--- src/design/vca_pkg.sv ---
// vca_pkg: field widths, request codes and the structs shared by the voice
// allocator top level and its voice cells. No dependencies.
`default_nettype none

package vca_pkg;

	localparam int KIND_W   = 2;
	localparam int ORIGIN_W = 16;
	localparam int SECTOR_W = 12;
	localparam int SOUND_W  = 8;
	localparam int PRIO_W   = 8;
	localparam int VOICE_W  = 3;
	localparam int CFG_W    = 4;

	localparam logic [CFG_W-1:0] CFG_RESET = 4'd8;

	localparam logic [KIND_W-1:0] KIND_START   = 2'd0;
	localparam logic [KIND_W-1:0] KIND_STOP    = 2'd1;
	localparam logic [KIND_W-1:0] KIND_RELEASE = 2'd2;

	// request held by the top level and seen by every cell
	typedef struct packed {
		logic                do_stop;
		logic                do_alloc;
		logic                rel;
		logic [VOICE_W-1:0]  rel_idx;
		logic [SOUND_W-1:0]  sound;
		logic [ORIGIN_W-1:0] origin;
		logic                has_sec;
		logic [SECTOR_W-1:0] sector;
		logic [PRIO_W-1:0]   pri;
	} req_t;

	// search token handed from cell to cell
	typedef struct packed {
		logic               vld;
		logic               a_found;
		logic [VOICE_W-1:0] a_idx;
		logic               g_found;
		logic               g_reuse;
		logic [VOICE_W-1:0] g_idx;
		logic               s_found;
		logic [VOICE_W-1:0] s_idx;
	} token_t;

	// final write, one cycle, after the token leaves the chain
	typedef struct packed {
		logic wr;
		logic sel_alloc;
		logic sel_steal;
	} commit_t;

endpackage

`default_nettype wire

--- src/design/vca_cell.sv ---
// vca_cell: one voice slot of the allocator chain; holds the voice entry,
// checks the passing search token and forwards it. Depends on vca_pkg.
`default_nettype none

module vca_cell #(
	parameter int IDX = 0
) (
	input  logic                       clk,
	input  logic                       arst_n,
	input  logic [vca_pkg::CFG_W-1:0]  cfg,
	input  vca_pkg::req_t              req,
	input  vca_pkg::commit_t           cm,
	input  vca_pkg::token_t            tok_in,
	output vca_pkg::token_t            tok_out
);
	import vca_pkg::*;

	localparam logic [VOICE_W-1:0] SELF = VOICE_W'(IDX);

	logic [SOUND_W-1:0]  sound_q;
	logic [ORIGIN_W-1:0] origin_q;
	logic                has_sec_q;
	logic [SECTOR_W-1:0] sector_q;
	logic [PRIO_W-1:0]   pri_q;
	logic                pick_g_q;
	logic                pick_s_q;
	token_t              tok_q;
	token_t              tok_nxt;

	logic en;
	logic act;
	logic busy;
	logic org_eq;
	logic stop_hit;
	logic eff_free;
	logic alloc_hit;
	logic steal_hit;
	logic rel_hit;
	logic take;

	always_comb begin
		en        = int'(cfg) > IDX;
		act       = tok_in.vld && en;
		busy      = sound_q != '0;
		org_eq    = origin_q == req.origin;
		stop_hit  = act && req.do_stop && !tok_in.a_found && busy &&
			(req.has_sec ? (has_sec_q && sector_q == req.sector) : org_eq);
		eff_free  = !busy || stop_hit;
		alloc_hit = act && req.do_alloc && !tok_in.g_found &&
			(eff_free || (req.origin != '0 && org_eq));
		steal_hit = act && req.do_alloc && !tok_in.s_found && (pri_q >= req.pri);
		rel_hit   = req.rel && (int'(req.rel_idx) == IDX);
		take      = (cm.sel_alloc && pick_g_q) || (cm.sel_steal && pick_s_q);

		tok_nxt = tok_in;
		if (stop_hit) begin
			tok_nxt.a_found = 1'b1;
			tok_nxt.a_idx   = SELF;
		end
		if (alloc_hit) begin
			tok_nxt.g_found = 1'b1;
			tok_nxt.g_reuse = !eff_free;
			tok_nxt.g_idx   = SELF;
		end
		if (steal_hit) begin
			tok_nxt.s_found = 1'b1;
			tok_nxt.s_idx   = SELF;
		end
	end

	always_ff @(posedge clk or negedge arst_n) begin
		if (!arst_n) begin
			sound_q   <= '0;
			origin_q  <= '0;
			has_sec_q <= 1'b0;
			sector_q  <= '0;
			pri_q     <= '0;
			pick_g_q  <= 1'b0;
			pick_s_q  <= 1'b0;
			tok_q     <= '0;
		end else begin
			tok_q <= tok_nxt;
			if (tok_in.vld) begin
				pick_g_q <= alloc_hit;
				pick_s_q <= steal_hit;
			end
			if (stop_hit) begin
				sound_q <= '0;
			end
			if (cm.wr && take) begin
				sound_q   <= req.sound;
				origin_q  <= req.origin;
				has_sec_q <= req.has_sec;
				sector_q  <= req.sector;
				pri_q     <= req.pri;
			end
			if (cm.wr && rel_hit) begin
				sound_q <= '0;
			end
		end
	end

	assign tok_out = tok_q;

endmodule

`default_nettype wire

--- src/design/voice_channel_allocator.sv ---
// voice_channel_allocator: top level; request and result registers, control
// sequencer and the chain of vca_cell voice slots. Depends on vca_pkg, vca_cell.
//
// Usage:
//  - input channel in_valid/in_ready carries one request beat (start, stop or
//    release); output channel out_valid/out_ready returns exactly one result
//    beat per request, in order.
//  - cfg_we/cfg_wdata write voices_in_use (voices searched, 0 to 15, clamped
//    to MAX_VOICES); write only while no request is in flight.
//  - a request sends a search token down the row of MAX_VOICES cells, one
//    cell per cycle; each cell stops or selects its own voice as the token
//    passes. The chosen voice is written once the output register is free.
//  - a request passes start_q, the cell registers and fin_q to out_valid.
//  - a new request is taken only after the previous one has walked the cell
//    row and been committed; one request is in flight at a time.
//  - a result waiting on out_ready does not block the next request; the
//    following result waits at the end of the chain until the output
//    register is free.
//  - reset frees all voices and sets voices_in_use to 8.
`default_nettype none

module voice_channel_allocator #(
	parameter int MAX_VOICES = 8
) (
	input  logic                          clk,
	input  logic                          arst_n,
	input  logic                          in_valid,
	output logic                          in_ready,
	input  logic [vca_pkg::KIND_W-1:0]    kind,
	input  logic [vca_pkg::ORIGIN_W-1:0]  origin_ref,
	input  logic                          sector_given,
	input  logic [vca_pkg::SECTOR_W-1:0]  sector_num,
	input  logic [vca_pkg::SOUND_W-1:0]   sound_id,
	input  logic [vca_pkg::PRIO_W-1:0]    sound_priority,
	input  logic [vca_pkg::VOICE_W-1:0]   voice_index,
	output logic                          out_valid,
	input  logic                          out_ready,
	output logic                          granted,
	output logic [vca_pkg::VOICE_W-1:0]   voice,
	output logic                          stop_a_valid,
	output logic [vca_pkg::VOICE_W-1:0]   stop_a_voice,
	output logic                          stop_b_valid,
	output logic [vca_pkg::VOICE_W-1:0]   stop_b_voice,
	input  logic                          cfg_we,
	input  logic [vca_pkg::CFG_W-1:0]     cfg_wdata
);
	import vca_pkg::*;

	typedef enum logic [1:0] {ST_IDLE, ST_RUN, ST_FIN} state_t;

	state_t           state_q;
	req_t             req_q;
	logic             start_q;
	token_t           fin_q;
	logic [CFG_W-1:0] cfg_q;
	commit_t          commit;
	logic             commit_go;
	logic             start_req;
	token_t           tok [MAX_VOICES+1];
	logic [MAX_VOICES:0] tok_vld;

	always_comb begin
		tok[0]     = '0;
		tok[0].vld = start_q;
	end

	genvar gi;
	generate
		for (gi = 0; gi < MAX_VOICES; gi++) begin : g_cell
			vca_cell #(.IDX(gi)) u_cell (
				.clk    (clk),
				.arst_n (arst_n),
				.cfg    (cfg_q),
				.req    (req_q),
				.cm     (commit),
				.tok_in (tok[gi]),
				.tok_out(tok[gi+1])
			);
		end
		for (gi = 0; gi <= MAX_VOICES; gi++) begin : g_vld
			assign tok_vld[gi] = tok[gi].vld;
		end
	endgenerate

	assign in_ready  = state_q == ST_IDLE;
	assign start_req = (kind == KIND_START) && (sound_id != '0);
	assign commit_go = (state_q == ST_FIN) && (!out_valid || out_ready);

	always_comb begin
		commit.wr        = commit_go;
		commit.sel_alloc = fin_q.g_found;
		commit.sel_steal = !fin_q.g_found && fin_q.s_found;
	end

	always_ff @(posedge clk or negedge arst_n) begin
		if (!arst_n) begin
			cfg_q <= CFG_RESET;
		end else if (cfg_we) begin
			cfg_q <= cfg_wdata;
		end
	end

	always_ff @(posedge clk or negedge arst_n) begin
		if (!arst_n) begin
			state_q      <= ST_IDLE;
			req_q        <= '0;
			start_q      <= 1'b0;
			fin_q        <= '0;
			out_valid    <= 1'b0;
			granted      <= 1'b0;
			voice        <= '0;
			stop_a_valid <= 1'b0;
			stop_a_voice <= '0;
			stop_b_valid <= 1'b0;
			stop_b_voice <= '0;
		end else begin
			start_q <= (state_q == ST_IDLE) && in_valid;
			if (out_valid && out_ready && !commit_go) begin
				out_valid <= 1'b0;
			end
			unique case (state_q)
				ST_IDLE: begin
					if (in_valid) begin
						req_q.do_alloc <= start_req;
						req_q.do_stop  <= start_req || (kind == KIND_STOP);
						req_q.rel      <= kind == KIND_RELEASE;
						req_q.rel_idx  <= voice_index;
						req_q.sound    <= sound_id;
						req_q.origin   <= origin_ref;
						req_q.has_sec  <= sector_given;
						req_q.sector   <= sector_given ? sector_num : '0;
						req_q.pri      <= sound_priority;
						state_q        <= ST_RUN;
					end
				end
				ST_RUN: begin
					if (tok[MAX_VOICES].vld) begin
						fin_q   <= tok[MAX_VOICES];
						state_q <= ST_FIN;
					end
				end
				ST_FIN: begin
					if (commit_go) begin
						out_valid    <= 1'b1;
						granted      <= fin_q.g_found || fin_q.s_found;
						voice        <= fin_q.g_found ? fin_q.g_idx :
							(fin_q.s_found ? fin_q.s_idx : '0);
						stop_a_valid <= fin_q.a_found;
						stop_a_voice <= fin_q.a_found ? fin_q.a_idx : '0;
						stop_b_valid <= fin_q.g_found ? fin_q.g_reuse : fin_q.s_found;
						stop_b_voice <= fin_q.g_found ?
							(fin_q.g_reuse ? fin_q.g_idx : '0) :
							(fin_q.s_found ? fin_q.s_idx : '0);
						state_q      <= ST_IDLE;
					end
				end
			endcase
		end
	end

	// at most one token walks the chain
	a_one_token: assert property (@(posedge clk) disable iff (!arst_n)
		$onehot0(tok_vld))
		else $error("more than one search token in the cell chain");

	// a new beat is taken only when the chain is empty
	a_accept_empty: assert property (@(posedge clk) disable iff (!arst_n)
		(in_valid && in_ready) |-> (tok_vld == '0 && !start_q))
		else $error("request accepted while a search is in flight");

	// a reuse or steal always comes with a grant
	a_steal_grant: assert property (@(posedge clk) disable iff (!arst_n)
		(out_valid && stop_b_valid) |-> granted)
		else $error("stop_b reported without a granted voice");

	// a fresh result follows a finished search
	a_result_src: assert property (@(posedge clk) disable iff (!arst_n)
		$rose(out_valid) |-> $past(state_q == ST_FIN))
		else $error("result raised outside the final step");

endmodule

`default_nettype wire

--- config.mk ---
export PLATFORM = sky130hd
export DESIGN_NAME = voice_channel_allocator
export DESIGN_NICKNAME = d
export VERILOG_FILES = /design/src/design/vca_pkg.sv /design/src/design/vca_cell.sv /design/src/design/voice_channel_allocator.sv
export SDC_FILE = /design/constraint.sdc
export NUM_CORES = 1
export LEC_CHECK = 0
export BUFFER_PORTS_ARGS = -buffer_cell sky130_fd_sc_hd__clkbuf_2
export CAP_MARGIN = 20
export CORE_AREA = 3 3 243 245
export DETAILED_ROUTE_END_ITERATION = 8
export DIE_AREA = 0 0 246 248
export RECOVER_POWER = 25
export SLEW_MARGIN = 5
export SYNTH_ARGS = -nofsm -noshare
export SYNTH_HDL_FRONTEND = slang
export SYNTH_SLANG_ARGS = --single-unit
--- constraint.sdc ---
create_clock -name clk -period 2.7 [get_ports clk]
set_input_delay 0.54 -clock clk [delete_from_list [all_inputs] [get_ports clk]]
set_output_delay 0.54 -clock clk [all_outputs]
set_load 0.05 [all_outputs]
==> implementation parameters, run 1 <==
Parameter                              Value

Status
  Violations in the final reports ... capacitance limit, slew limit
  Run status ... finished, violations left

Worst setup path
  Worst Setup Start Kind ... flip-flop
  Classification of the worst setup path ... flip-flop to flip-flop
  Worst path arrival time ... 3.04 ns
  Highest net fanout along the worst path ... 17
  Startpoint of the worst register-to-register path ... req_q[24]$_DFFE_PN0P_
  Crit. Startpoint ... req_q[24]$_DFFE_PN0P_
  CP Capture Type ... flip-flop
  Worst EP required ... 3.19 ns

Route
  Vias ... 16700
  DRT Wirelength ... 62000 um
  Number of vias per cell after detailed routing ... between 5 and 6
  Number of nets with antenna violations after routing ... 0
  WL per Instance ... 20.4 um
  Drt first-iter violations ... 829
  Initial DRT Pass Iterations ... 5
  Number of DRC violations after detailed routing ... 0

STA
  Final Hold Slack ... 0.153 ns
  RSZ-0062 raised after global routing ... no
  Worst max-slew margin expressed relative to the limit ... -7.69%
  Transition time of the tightest slew-check pin ... 1.62 ns
  Slew Limit Fails ... 47
  Final number of setup-violating endpoints ... 0
  Smallest setup slack after layout ... 0.150 ns
  Final Cycle Share ... between 90% and 100%
  Final hold violations ... 0
  Maximum operating frequency ... 0.392 GHz
  Final TNS setup ... 0 ns
  Largest clock skew in the final design ... 0.0200 ns
  Clock period minus final worst setup slack ... 2.55 ns

Worst hold path
  Path type of the worst min-delay path ... primary input to flip-flop
  Hold Path Origin ... origin_ref[6]

Die
  Die extent in x ... 246 um
  Number of placement rows ... about 90
  Effective utilization at floorplan ... 44.6%
  Area of the die ... 61000 um^2
  Placeable core region ... between 50000 and 60000 um^2
  # IOs ... 73
  Die Y ... 248 um

CTS
  Total clock buffers created by CTS ... slightly below 60
  Clock sink count ... 551
  CTS Buffer Depth ... 3
  CTS H-tree lvls ... 2
  TritonCTS clock tree ... yes
  Clock edge transition at the registers on the reported setup and hold paths ... 0.06 ns
  Clk root buf ... clkbuf_16
  Clock network latency to the later pin of the worst-skew pair ... 0.62 ns

Logic synthesis
  Synthesized area per cell ... roughly 12 um^2
  Mapped cell area ... 25600 um^2
  Basic-gate share of the synthesized area counting and, or, nand and nor cells ... 9.05%
  Top_reg_cell synth ... dfrtp_1
  Post-synthesis compound-gate area fraction ... 9.21%
  Top cells by instance count after synthesis ... dfrtp_1, mux2_2, xnor2_1
  Count of flip-flops with a built-in enable after synthesis ... 0
  Number of nets in the synthesized netlist ... 2228
  Dominant combinational cell family by area after synthesis ... multiplexers
  Portion of the post-synthesis area used by sequential elements ... between 50% and 60%
  Multiplexer fraction of the synthesized cell area ... 13.7%
  Most frequent cell after synthesis ... dfrtp_1
  Count of different cell masters after synthesis ... 70
  Share of the synthesized area in the top cell type ... 53.8%
  Synth warnings ... 0
  Synthesis-stage register bit count ... 551
  Xor and xnor fraction of the mapped netlist area ... 7.70%
  Async set-or-reset flop fraction in the synthesized netlist ... 100%
  Largest cells by area after synthesis ... dfrtp_1, mux2_2, xnor2_1
  Post-synthesis instance total ... 2101
  Adder and majority cell fraction of the synthesized area ... 3.32%
  Cell taking the most area after synthesis ... dfrtp_1

Placement
  Placement Setup Slack ... 0.123 ns
  Last weighted congestion value of the routability-driven placer ... 0.844
  Number of cells in the design after placement ... a little under 3000
  Half-perimeter wire length after detailed placement ... 43700 um
  Area after DPL ... 27400 um^2
  IO buf count ... 72

Pwr
  Maximum ir drop on the vdd rail ... 0.633 mV
  Pwr dens ... 1090 nW/um^2
  Leakage power total ... 14.0 nW

Global routing
  First-pass GRT wire length ... 97800 um
  Initial antenna violation count ... 1
  Largest net degree at the start of global routing ... 73
  Global-route usage over all layers ... 20.6%
  Grt total ovfl ... 0
  Vias in the first global route ... 17300

Layout
  Nets@finish ... 2350
  Share of cells above drive strength 1 ... 27.7%
  Layout-stage area growth over the synthesis result ... 14.5%
  Post-route cell area ... roughly 29000 um^2
  Antenna cell count ... 0
  Number of cells in the finished layout apart from fillers ... roughly 3000

Run
  Number of max-cap violations ... 1
[flip-flops by register name (all words and copies together) (netlist names), 2 cells and up]
register / count
g_cell.u_cell.origin_q: 128
g_cell.u_cell.sector_q: 96
g_cell.u_cell.tok_out: 91
g_cell.u_cell.pri_q: 64
g_cell.u_cell.sound_q: 64
req_q: 51
fin_q: 12
g_cell.u_cell.has_sec_q: 8
g_cell.u_cell.pick_g_q: 8
g_cell.u_cell.pick_s_q: 8
cfg_q: 4
stop_a_voice: 3
stop_b_voice: 3
voice: 3
state_q: 2
[where the power goes]
part | total (mW) | internal, mW | switching, mW | leakage [nW]
Sequential | 12.9 | 10.5 | 2.37 | 7.51
Clock | 8.02 | 4.68 | 3.34 | 0.955
Combinational | 11.2 | 5.34 | 5.85 | 5.54
[worst paths after layout]
| check | depth (start not counted) | slack (ns) | endpoint |
|---|---|---|---|
| max reg2reg | 7 | 0.15 | g_cell[5].u_cell.sound_q[1]$_DFFE_PN0P_ |
| min in group asynchronous | 2 | 0.92 | stop_b_voice[1]$_DFFE_PN0P_ |
| min | 2 | 0.15 | req_q[27]$_DFFE_PN0P_ |
| min reg2reg | 0 | 0.40 | g_cell[3].u_cell.tok_out[13]$_DFF_PN0_ |
| max | 7 | 0.15 | g_cell[5].u_cell.sound_q[1]$_DFFE_PN0P_ |
| max in group asynchronous | 3 | 0.37 | g_cell[6].u_cell.sound_q[3]$_DFFE_PN0P_ |
[worst max-delay path, cell delays in order, from the launching register on]
cell	delay (ns)
dfrtp_1	0.53
buf_4	0.25
xnor2_1	0.29
nand4_1	0.19
nor4_1	0.35
buf_4	0.22
a22oi_2	0.24
a32o_1	0.35
[through the flow]
stage / power, mW / util [%]
floorplan: 20.1 / -
global placement: 23.9 / 47.8
detailed placement: 24.3 / 47.8
CTS: 32.4 / 51.2
global route: 34.1 / 51.1
finish: 32.1 / 51.1
[per-layer routing]
metal | global-route usage (%) | up-vias | part of all wire, %
li1 | - | 7753 | -
met1 | 26.4 | 8486 | 43
met2 | 34.9 | 349 | 48
met3 | 3.31 | 126 | 4.2
met4 | 8.77 | 2 | 4.2
met5 | 0 | - | 0.021
[layout make-up]
type,count,area (um^2)
clock inverter,22,215
sequential,551,13800
multi-input combinational,1372,11000
timing repair buffer,191,1450
clock buffer,82,1710
fill,5057,28000
inverter,49,184
tap,765,957
[layout by cell type, fill, tap and decap left out, drive strengths merged, types with 63 or more instances in the layout]
master	instances
nor2	65
xor2	69
xnor2	156
mux2	311
ha	68
nand2	131
buf	114
dfrtp	550
a32o	63
o21ai	94
clkbuf	158
[logic make-up after synthesis]
group	count (synthesis)
AOI/OAI and AO/OA	324
xor gates and xnor gates	225
adders and majority gates	68
buffers and inverters	178
DFF	551
muxes	311
and+or+nand+nor	444
[repair_timing]
item                                   CTS  global route
setup buffers                            0             0
hold buffers                             1             0
endpoints found under the hold margin   40             0
setup endpoints to repair                0            31
gates resized for setup                  0             5
(Power assumes the default switching activity.)
==> inputs of run 2 (changes only) <==
- clock period: 2.7 -> 2.1 ns (I/O delays scaled with it)
==> run 2 against run 1 <==
Effect of this change:
- the flow finishes with violations (setup timing)
- setup slack worse by 0.31 ns
- cell count up 5.1%
- first-iteration DRC count down 2.1%
- via count up 5.9%
- utilization up 5.0 points
- sequential power up 26%
- combinational power up 77%
- flip-flop and latch count unchanged
==> implementation parameters, run 2 (synthesized netlist as in run 1, its figures left out) <==
Parameter                              Value

Status
  Run status ... finished, violations left
  Violations in the final reports ... setup timing

Placement
  Placement Setup Slack ... -0.789 ns (-0.911 ns)
  Last weighted congestion value of the routability-driven placer ... 0.860 (+1.9%)
  Number of cells in the design after placement ... 3012 (+2.9%)
  Half-perimeter wire length after detailed placement ... 45300 um (+3.5%)
  IO buf count ... 72 (unchanged)

Layout
  Filler instances ... 4705 (-7.0%)
  Seq. cell area ... 13800 um^2 (+0.19%)
  Max FFs per register ... 128 (unchanged)
  Antenna cell count ... 0 (unchanged)
  Layout-stage area growth over the synthesis result ... 25.8%
  Area taken by multi-input logic gates ... 12200 um^2 (+10%)
  Nets@finish ... 2507 (+6.7%)
  Number of cells in the finished layout apart from fillers ... 3188 (+5.1%)
  Leading cell types in the layout, fill and taps excluded ... dfrtp_1, mux2_2, buf_4
  Most flop-heavy register ... g_cell.u_cell.origin_q
  Share of cells above drive strength 1 ... 38.0% (+10 points)
  Commonest non-fill, non-tap cell in the layout ... dfrtp_1

Pwr
  Pwr dens ... 1440 nW/um^2 (+32%)
  Maximum ir drop on the vdd rail ... 0.810 mV (+28%)
  Leakage power total ... 15.3 nW (+9.0%)

Die
  Area of the die ... 61000 um^2 (unchanged)
  Placeable core region ... 57400 um^2 (unchanged)
  # IOs ... 73 (unchanged)
  Number of placement rows ... 88 (unchanged)
  Die Y ... 248 um (unchanged)
  Die extent in x ... 246 um (unchanged)
  Effective utilization at floorplan ... 44.6% (unchanged)

CTS
  CTS Buffer Depth ... 3 (unchanged)
  CTS H-tree lvls ... 2 (unchanged)
  Clk root buf ... clkbuf_16
  TritonCTS clock tree ... yes
  Clock sink count ... 551 (unchanged)
  Total clock buffers created by CTS ... 59 (+1.7%)
  Clock edge transition at the registers on the reported setup and hold paths ... 0.06 ns (about the same)
  Clock network latency to the later pin of the worst-skew pair ... 0.62 ns (about the same)

Route
  Number of DRC violations after detailed routing ... 0 (unchanged)
  WL per Instance ... 21.1 um (+3.1%)
  Number of vias per cell after detailed routing ... 5.55 (+0.74%)
  Vias ... 17700 (+5.9%)
  Drt first-iter violations ... 812 (-2.1%)
  Initial DRT Pass Iterations ... 5 (unchanged)
  DRT Wirelength ... 67100 um (+8.4%)
  Number of nets with antenna violations after routing ... 0 (unchanged)

Global routing
  Grt total ovfl ... 0 (unchanged)
  Global-route usage over all layers ... 21.5% (+0.86 points)
  Vias in the first global route ... 18400 (+6.2%)
  Initial antenna violation count ... 1 (unchanged)
  First-pass GRT wire length ... 102000 um (+4.0%)
  Largest net degree at the start of global routing ... 86 (+18%)

Worst setup path
  Worst Setup Start Kind ... flip-flop
  CP Capture Type ... flip-flop
  Classification of the worst setup path ... flip-flop to flip-flop
  Library cell contributing the largest single delay on the critical path ... dfrtp_2
  Delay of the slowest cell on the worst path ... 0.44 ns (-0.09 ns)
  Worst EP required ... 2.60 ns (-0.59 ns)
  Worst path arrival time ... 2.76 ns (-0.28 ns)
  Highest net fanout along the worst path ... 7 (-10)
  Cells along the critical path ... buf_12, buf_8, xnor2_2, nand4_1, nor4_2, buf_4, a32oi_4, clkbuf_16, a32o_1

STA
  Final number of setup-violating endpoints ... 53 (+53)
  Clock period minus final worst setup slack ... 2.26 ns (-0.288 ns)
  RSZ-0062 raised after global routing ... yes
  Worst max-slew margin expressed relative to the limit ... 27.9% (+36 points)
  Final TNS setup ... -3.20 ns (-3.20 ns)
  Largest clock skew in the final design ... 0.0249 ns (+0.00487 ns)
  Maximum operating frequency ... 0.442 GHz (+13%)
  Final Cycle Share ... 108% (+13 points)
  Smallest setup slack after layout ... -0.161 ns (-0.312 ns)
  Final hold violations ... 0 (unchanged)
  Slew Limit Fails ... 0 (-100%)
  Transition time of the tightest slew-check pin ... 1.08 ns (-0.534 ns)

Worst hold path
  Path type of the worst min-delay path ... primary input to flip-flop

Run
  Number of max-cap violations ... 0 (-1)
-- run 2: cell count changes in the layout (fill, tap and decap cells not counted), sizes merged --
| cell | previous run | this run |
|---|---|---|
| clkinv | 13 | 10 |
| bufinv | 3 | 4 |
| a22oi | 3 | 6 |
| inv | 52 | 49 |
| a32oi | 9 | 11 |
| clkbuf | 158 | 179 |
| buf | 114 | 245 |
| clkinvlp | 3 | 1 |
| dlygate4sd3 | 1 | 5 |
| bufbuf | 0 | 2 |
-- run 2: per-stage QoR --
step	hold slack (ns)	power [mW]	util, %	area [um^2]
6_report	0.0365	46.3	56.1	32200
5_1_grt	0.0208	48.9	56.1	32200
4_1_cts	0.000841	44.7	54.4	31200
3_5_place_dp	0.377	32.5	49.3	28300
3_3_place_gp	0.382	32.0	49.3	28300
2_1_floorplan	0.124	25.9	-	25600
-- run 2: timing repair --
item / in CTS / in global routing
hold buffers: 5 / 0
buffers inserted: 27 / 30
hold endpoints to repair: 27 / 0
pin swaps: 55 / 113
setup endpoints to repair: 138 / 191
gates resized for setup: 123 / 158
gates cloned: 8 / 6
-- run 2: cell type report --
class                   instances  share of cell area, %
clock inverters                15                  0.590
clock buffers                  89                   5.43
well taps                     765                   2.97
flip-flops and latches        551                   42.9
multi-input cells            1377                   37.7
inverters                      49                  0.583
repair buffers                342                   9.77
-- run 2: report_power, final --
| part | switching, mW | leakage [nW] | internal [mW] |
|---|---|---|---|
| Clock | 4.20 | 0.961 | 6.19 |
| Sequential | 2.64 | 7.48 | 13.5 |
| Combinational | 9.84 | 6.82 | 9.92 |
| Total | 16.7 | 15.3 | 29.6 |
-- run 2: worst paths after layout --
check,endpoint,slack (ns),from,cells past startpoint
max in group asynchronous,req_q[16]$_DFFE_PN0P_,0.26,arst_n,3
worst max-delay path,g_cell[2].u_cell.sound_q[3]$_DFFE_PN0P_,-0.16,req_q[33]$_DFFE_PN0P_,9
worst min register to register,g_cell[3].u_cell.tok_out[13]$_DFF_PN0_,0.43,g_cell[2].u_cell.tok_out[13]$_DFF_PN0_,0
worst max register to register,g_cell[2].u_cell.sound_q[3]$_DFFE_PN0P_,-0.16,req_q[33]$_DFFE_PN0P_,9
worst min-delay path,req_q[31]$_DFFE_PN0P_,0.04,origin_ref[10],2
min in group asynchronous,fin_q[3]$_DFFE_PN0P_,0.32,arst_n,2
-- run 2: worst max-delay path: cells and delay by family (launching register included) --
kind	cells	cell delay, ns
AOI/OAI and AO/OA	2	0.32
xor gates and xnor gates	1	0.15
buffers and inverters	4	0.71
DFF	1	0.44
and+or+nand+nor	2	0.50
-- run 2: routing by layer --
metal / wire (um) / up-vias / part of all wire [%] / global-route usage [%]
met5: 13 / - / 0.019 / 0
met4: 2610 / 2 / 3.9 / 9.52
met3: 2670 / 146 / 4.0 / 3.04
met2: 33100 / 386 / 49 / 36.8
met1: 28800 / 9063 / 43 / 27.3
li1: - / 8109 / - / -
==> inputs of run 3 (changes only) <==
- ABC_AREA: not set -> 1
- CORE_AREA: 3 3 243 245 -> 3 3 245 247
- DIE_AREA: 0 0 246 248 -> 0 0 248 250
==> run 3 against run 2 <==
Effect of this change:
- the run now ends clean
- critical path depth increased by 1
- final area down 6.3%
- sequential share of layout area up 2.8 points
- non-clock buffer count shrank 136
- combinational power down 15%
- first-iteration DRC count up 87%
- critical endpoint is now g_cell[3].u_cell.sound_q[7]$_DFFE_PN0P_
- highest routed layer is now met4
==> implementation parameters, run 3 <==
Parameter                              Value

Worst setup path
  CP Capture Type ... flip-flop
  Buffers & Inverters on Critical Path ... 2 (-2)
  Crit Reg-Reg Endpoint ... g_cell[3].u_cell.sound_q[7]$_DFFE_PN0P_
  Library cell contributing the largest single delay on the critical path ... dfrtp_1
  Cells along the critical path ... buf_4, xnor2_1, buf_4, nand3_1, nor2_1, nand2_1, nand2_2, nand3_4, nand2_4, o21ai_1
  Highest net fanout along the worst path ... 8 (+1)
  Startpoint of the worst register-to-register path ... req_q[12]$_DFFE_PN0P_
  Classification of the worst setup path ... flip-flop to flip-flop
  Delay of the slowest cell on the worst path ... 0.44 ns (about the same)
  Worst path arrival time ... 2.52 ns (-0.24 ns)
  Worst Setup Start Kind ... flip-flop
  Worst EP required ... 2.60 ns (about the same)
  Flop-to-flop setup slack ... 0.09 ns (+0.25 ns)
  Delay-heaviest family, CP ... simple AND/OR/NAND/NOR gates
  Number of cells on the worst reg-to-reg path ... 10 (+1)
  Most used cell, CP ... buf_4

CTS
  Clock edge transition at the registers on the reported setup and hold paths ... 0.06 ns (about the same)
  CTS Buffer Depth ... 3 (unchanged)
  Total clock buffers created by CTS ... 59 (unchanged)
  Clock sink count ... 551 (unchanged)
  CTS H-tree lvls ... 2 (unchanged)
  Clock network latency to the later pin of the worst-skew pair ... 0.62 ns (about the same)
  TritonCTS clock tree ... yes
  Clk root buf ... clkbuf_16

Layout
  Commonest non-fill, non-tap cell in the layout ... nand2_1
  Filler instances ... 5347 (+14%)
  Antenna cell count ... 0 (unchanged)
  Nets@finish ... 3412 (+36%)
  Number of cells in the finished layout apart from fillers ... 4099 (+29%)
  Max FFs per register ... 128 (unchanged)
  Share of cells above drive strength 1 ... 13.2% (-25 points)
  Layout-stage area growth over the synthesis result ... 15.5%
  Most flop-heavy register ... g_cell.u_cell.origin_q
  Leading cell types in the layout, fill and taps excluded ... nand2_1, dfrtp_1, inv_1

STA
  Final hold violations ... 0 (unchanged)
  Largest clock skew in the final design ... 0.0238 ns (-0.00113 ns)
  RSZ-0062 raised after global routing ... yes
  Clock period minus final worst setup slack ... 2.01 ns (-0.248 ns)
  Maximum operating frequency ... 0.497 GHz (+12%)
  Final number of setup-violating endpoints ... 0 (-100%)
  Smallest setup slack after layout ... 0.0863 ns (+0.248 ns)
  Worst max-slew margin expressed relative to the limit ... 42.4% (+15 points)
  Slew Limit Fails ... 0 (unchanged)
  Final TNS setup ... 0 ns (+3.20 ns)
  Transition time of the tightest slew-check pin ... 0.864 ns (-0.218 ns)
  Final Hold Slack ... 0.0272 ns (-0.00937 ns)
  Final Cycle Share ... 95.9% (-12 points)

Route
  WL per Instance ... 16.4 um (-22%)
  DRT Wirelength ... 67000 um (-0.17%)
  Number of DRC violations after detailed routing ... 0 (unchanged)
  Initial DRT Pass Iterations ... 7 (+2)
  Drt first-iter violations ... 1522 (+87%)
  Number of nets with antenna violations after routing ... 0 (unchanged)
  Number of vias per cell after detailed routing ... 4.98 (-10%)
  Vias ... 20400 (+15%)

Logic synthesis
  Portion of the post-synthesis area used by sequential elements ... 52.8% (-1.1 points)
  Share of the synthesized area in the top cell type ... 52.7% (-1.1 points)
  Post-synthesis instance total ... 3157 (+50%)
  Cell taking the most area after synthesis ... dfrtp_1
  Mapped cell area ... 26100 um^2 (+2.1%)
  Count of flip-flops with a built-in enable after synthesis ... 0 (unchanged)
  Async set-or-reset flop fraction in the synthesized netlist ... 100% (unchanged)
  Count of different cell masters after synthesis ... 50 (-29%)
  Synthesized area per cell ... 8.28 um^2 (-32%)
  Top_reg_cell synth ... dfrtp_1
  Most frequent cell after synthesis ... nand2_1
  Synth warnings ... 0 (unchanged)
  Number of nets in the synthesized netlist ... 3284 (+47%)
  Largest cells by area after synthesis ... dfrtp_1, nand2_1, o21ai_0
  Top cells by instance count after synthesis ... nand2_1, dfrtp_1, inv_1
  Synthesis-stage register bit count ... 551 (unchanged)

Pwr
  Maximum ir drop on the vdd rail ... 0.840 mV (+3.6%)
  Clock network fraction of design power ... 24.1% (+1.7 points)
  Int Pwr ... 26.5 mW (-11%)
  Sw Pwr ... 17.5 mW (+5.1%)
  Sw Share ... 39.8% (+3.8 points)
  Sequential cell fraction of total power ... 37.4% (+2.5 points)
  Leakage power total ... 15.3 nW (+0.41%)
  Pwr Total ... 44.0 mW (-5.0%)
  Combinational fraction of design power ... 38.5% (-4.1 points)
  Pwr dens ... 1460 nW/um^2 (+1.4%)

Placement
  Last weighted congestion value of the routability-driven placer ... 0.845 (-1.7%)
  IO buf count ... 72 (unchanged)
  Half-perimeter wire length after detailed placement ... 46800 um (+3.3%)
  Number of cells in the design after placement ... 3972 (+32%)
  Placement Setup Slack ... -0.0729 ns (+0.716 ns)

Global routing
  Initial antenna violation count ... 0 (-1)
  Largest net degree at the start of global routing ... 82 (-4.7%)
  Grt total ovfl ... 0 (unchanged)
  First-pass GRT wire length ... 109000 um (+6.8%)
  Global-route usage over all layers ... 22.1% (+0.62 points)
  Vias in the first global route ... 20200 (+9.9%)

Run
  Number of max-cap violations ... 0 (unchanged)

Die
  Die extent in x ... 248 um (+0.81%)
  Placeable core region ... 57800 um^2 (+0.77%)
  # IOs ... 73 (unchanged)
  Effective utilization at floorplan ... 45.2% (+0.57 points)
  Number of placement rows ... 88 (unchanged)
  Area of the die ... 62000 um^2 (+1.6%)
  Die Y ... 250 um (+0.81%)

Worst hold path
  Path type of the worst min-delay path ... primary input to flip-flop
  Hold Path Origin ... origin_ref[5]
  Number of cells on the worst hold path ... 3 (+1)
  Hold Crit Endpoint ... req_q[26]$_DFFE_PN0P_

Status
  Run status ... finished clean
-- run 3: cell count changes after synthesis, sizes merged, moves of 25 or more --
cell,previous run,this run
nor4,46,1
buf,81,108
nand3,21,58
xnor2,156,11
nor2,65,181
a21oi,35,60
nand2,131,1065
inv,49,395
nand2b,37,0
o21ai,94,426
mux2,311,12
a32o,63,0
o22ai,2,33
-- run 3: stage by stage --
stage / util [%] / cell area, um^2
2_1_floorplan: - / 26100
3_3_place_gp: 48.3 / 27900
3_5_place_dp: 48.3 / 27900
4_1_cts: 51.9 / 30000
5_1_grt: 52.2 / 30200
6_report: 52.2 / 30200
-- run 3: tightest hold or removal path, delay by kind of cell --
family	cells	cell delay [ns]
compound gates	1	0.06
buf+inv	1	0.08
simple gates	1	0.04
-- run 3: worst max path at each step --
stage,startpoint,end,slack (ns),depth (start not counted)
final,req_q[12]$_DFFE_PN0P_,g_cell[3].u_cell.sound_q[7]$_DFFE_PN0P_,0.09,10
after global routing,cfg_q[2]$_DFFE_PN0P_,g_cell[1].u_cell.tok_out[3]$_DFF_PN0_,-0.04,9
after floorplan,state_q[0]$_DFFE_PN0P_,req_q[19]$_DFFE_PN0P_,0.005,8
after CTS,req_q[25]$_DFFE_PN0P_,g_cell[2].u_cell.sound_q[5]$_DFFE_PN0P_,0.003,11
after global placement,req_q[23]$_DFFE_PN0P_,g_cell[0].u_cell.sound_q[6]$_DFFE_PN0P_,-0.05,12
after detailed placement,req_q[1]$_DFFE_PN0P_,g_cell[6].u_cell.tok_out[3]$_DFF_PN0_,-0.07,10
-- run 3: timing repair --
action	4_1_cts	5_1_grt
hold buffers	11	0
resized for setup	5	41
buffers inserted	0	6
pin swaps	0	2
setup endpoints to repair	58	106
endpoints found under the hold margin	292	0
-- run 3: metal layers --
metal / wire (um) / GRT usage [%] / part of all wire (%)
met1: 30900 / 31.7 / 46
met2: 31500 / 35.6 / 47
met3: 3130 / 2.57 / 4.7
met4: 1520 / 6.07 / 2.3
met5: 0 / 0 / 0
-- run 3: power groups by stage --
stage               clock, mW  combinational [mW]  sequential, mW
global route             11.3                19.4            16.9
global placement            0                16.2            16.5
detailed placement          0                16.6            16.6
finish                   10.6                16.9            16.5
floorplan                   0                11.7            15.7
CTS                      10.9                16.8            16.4
-- run 3: final cells by class --
class,instances,area [um^2],area share [%]
well taps,765,957,3.17
multi-input cells,2064,10200,33.7
flip-flops and latches,551,13800,45.8
clock inverters,22,199,0.659
inverters,403,1540,5.09
clock buffers,88,1800,5.95
repair buffers,206,1700,5.63
-- run 3: cells by family after synthesis --
family	after synthesis	share of synthesized area [%]
buf+inv	542	8.80
fa+ha+maj	68	3.26
compound gates	555	11.3
simple gates	1361	21.1
xor+xnor	68	2.28
flops	551	52.8
mux	12	0.517
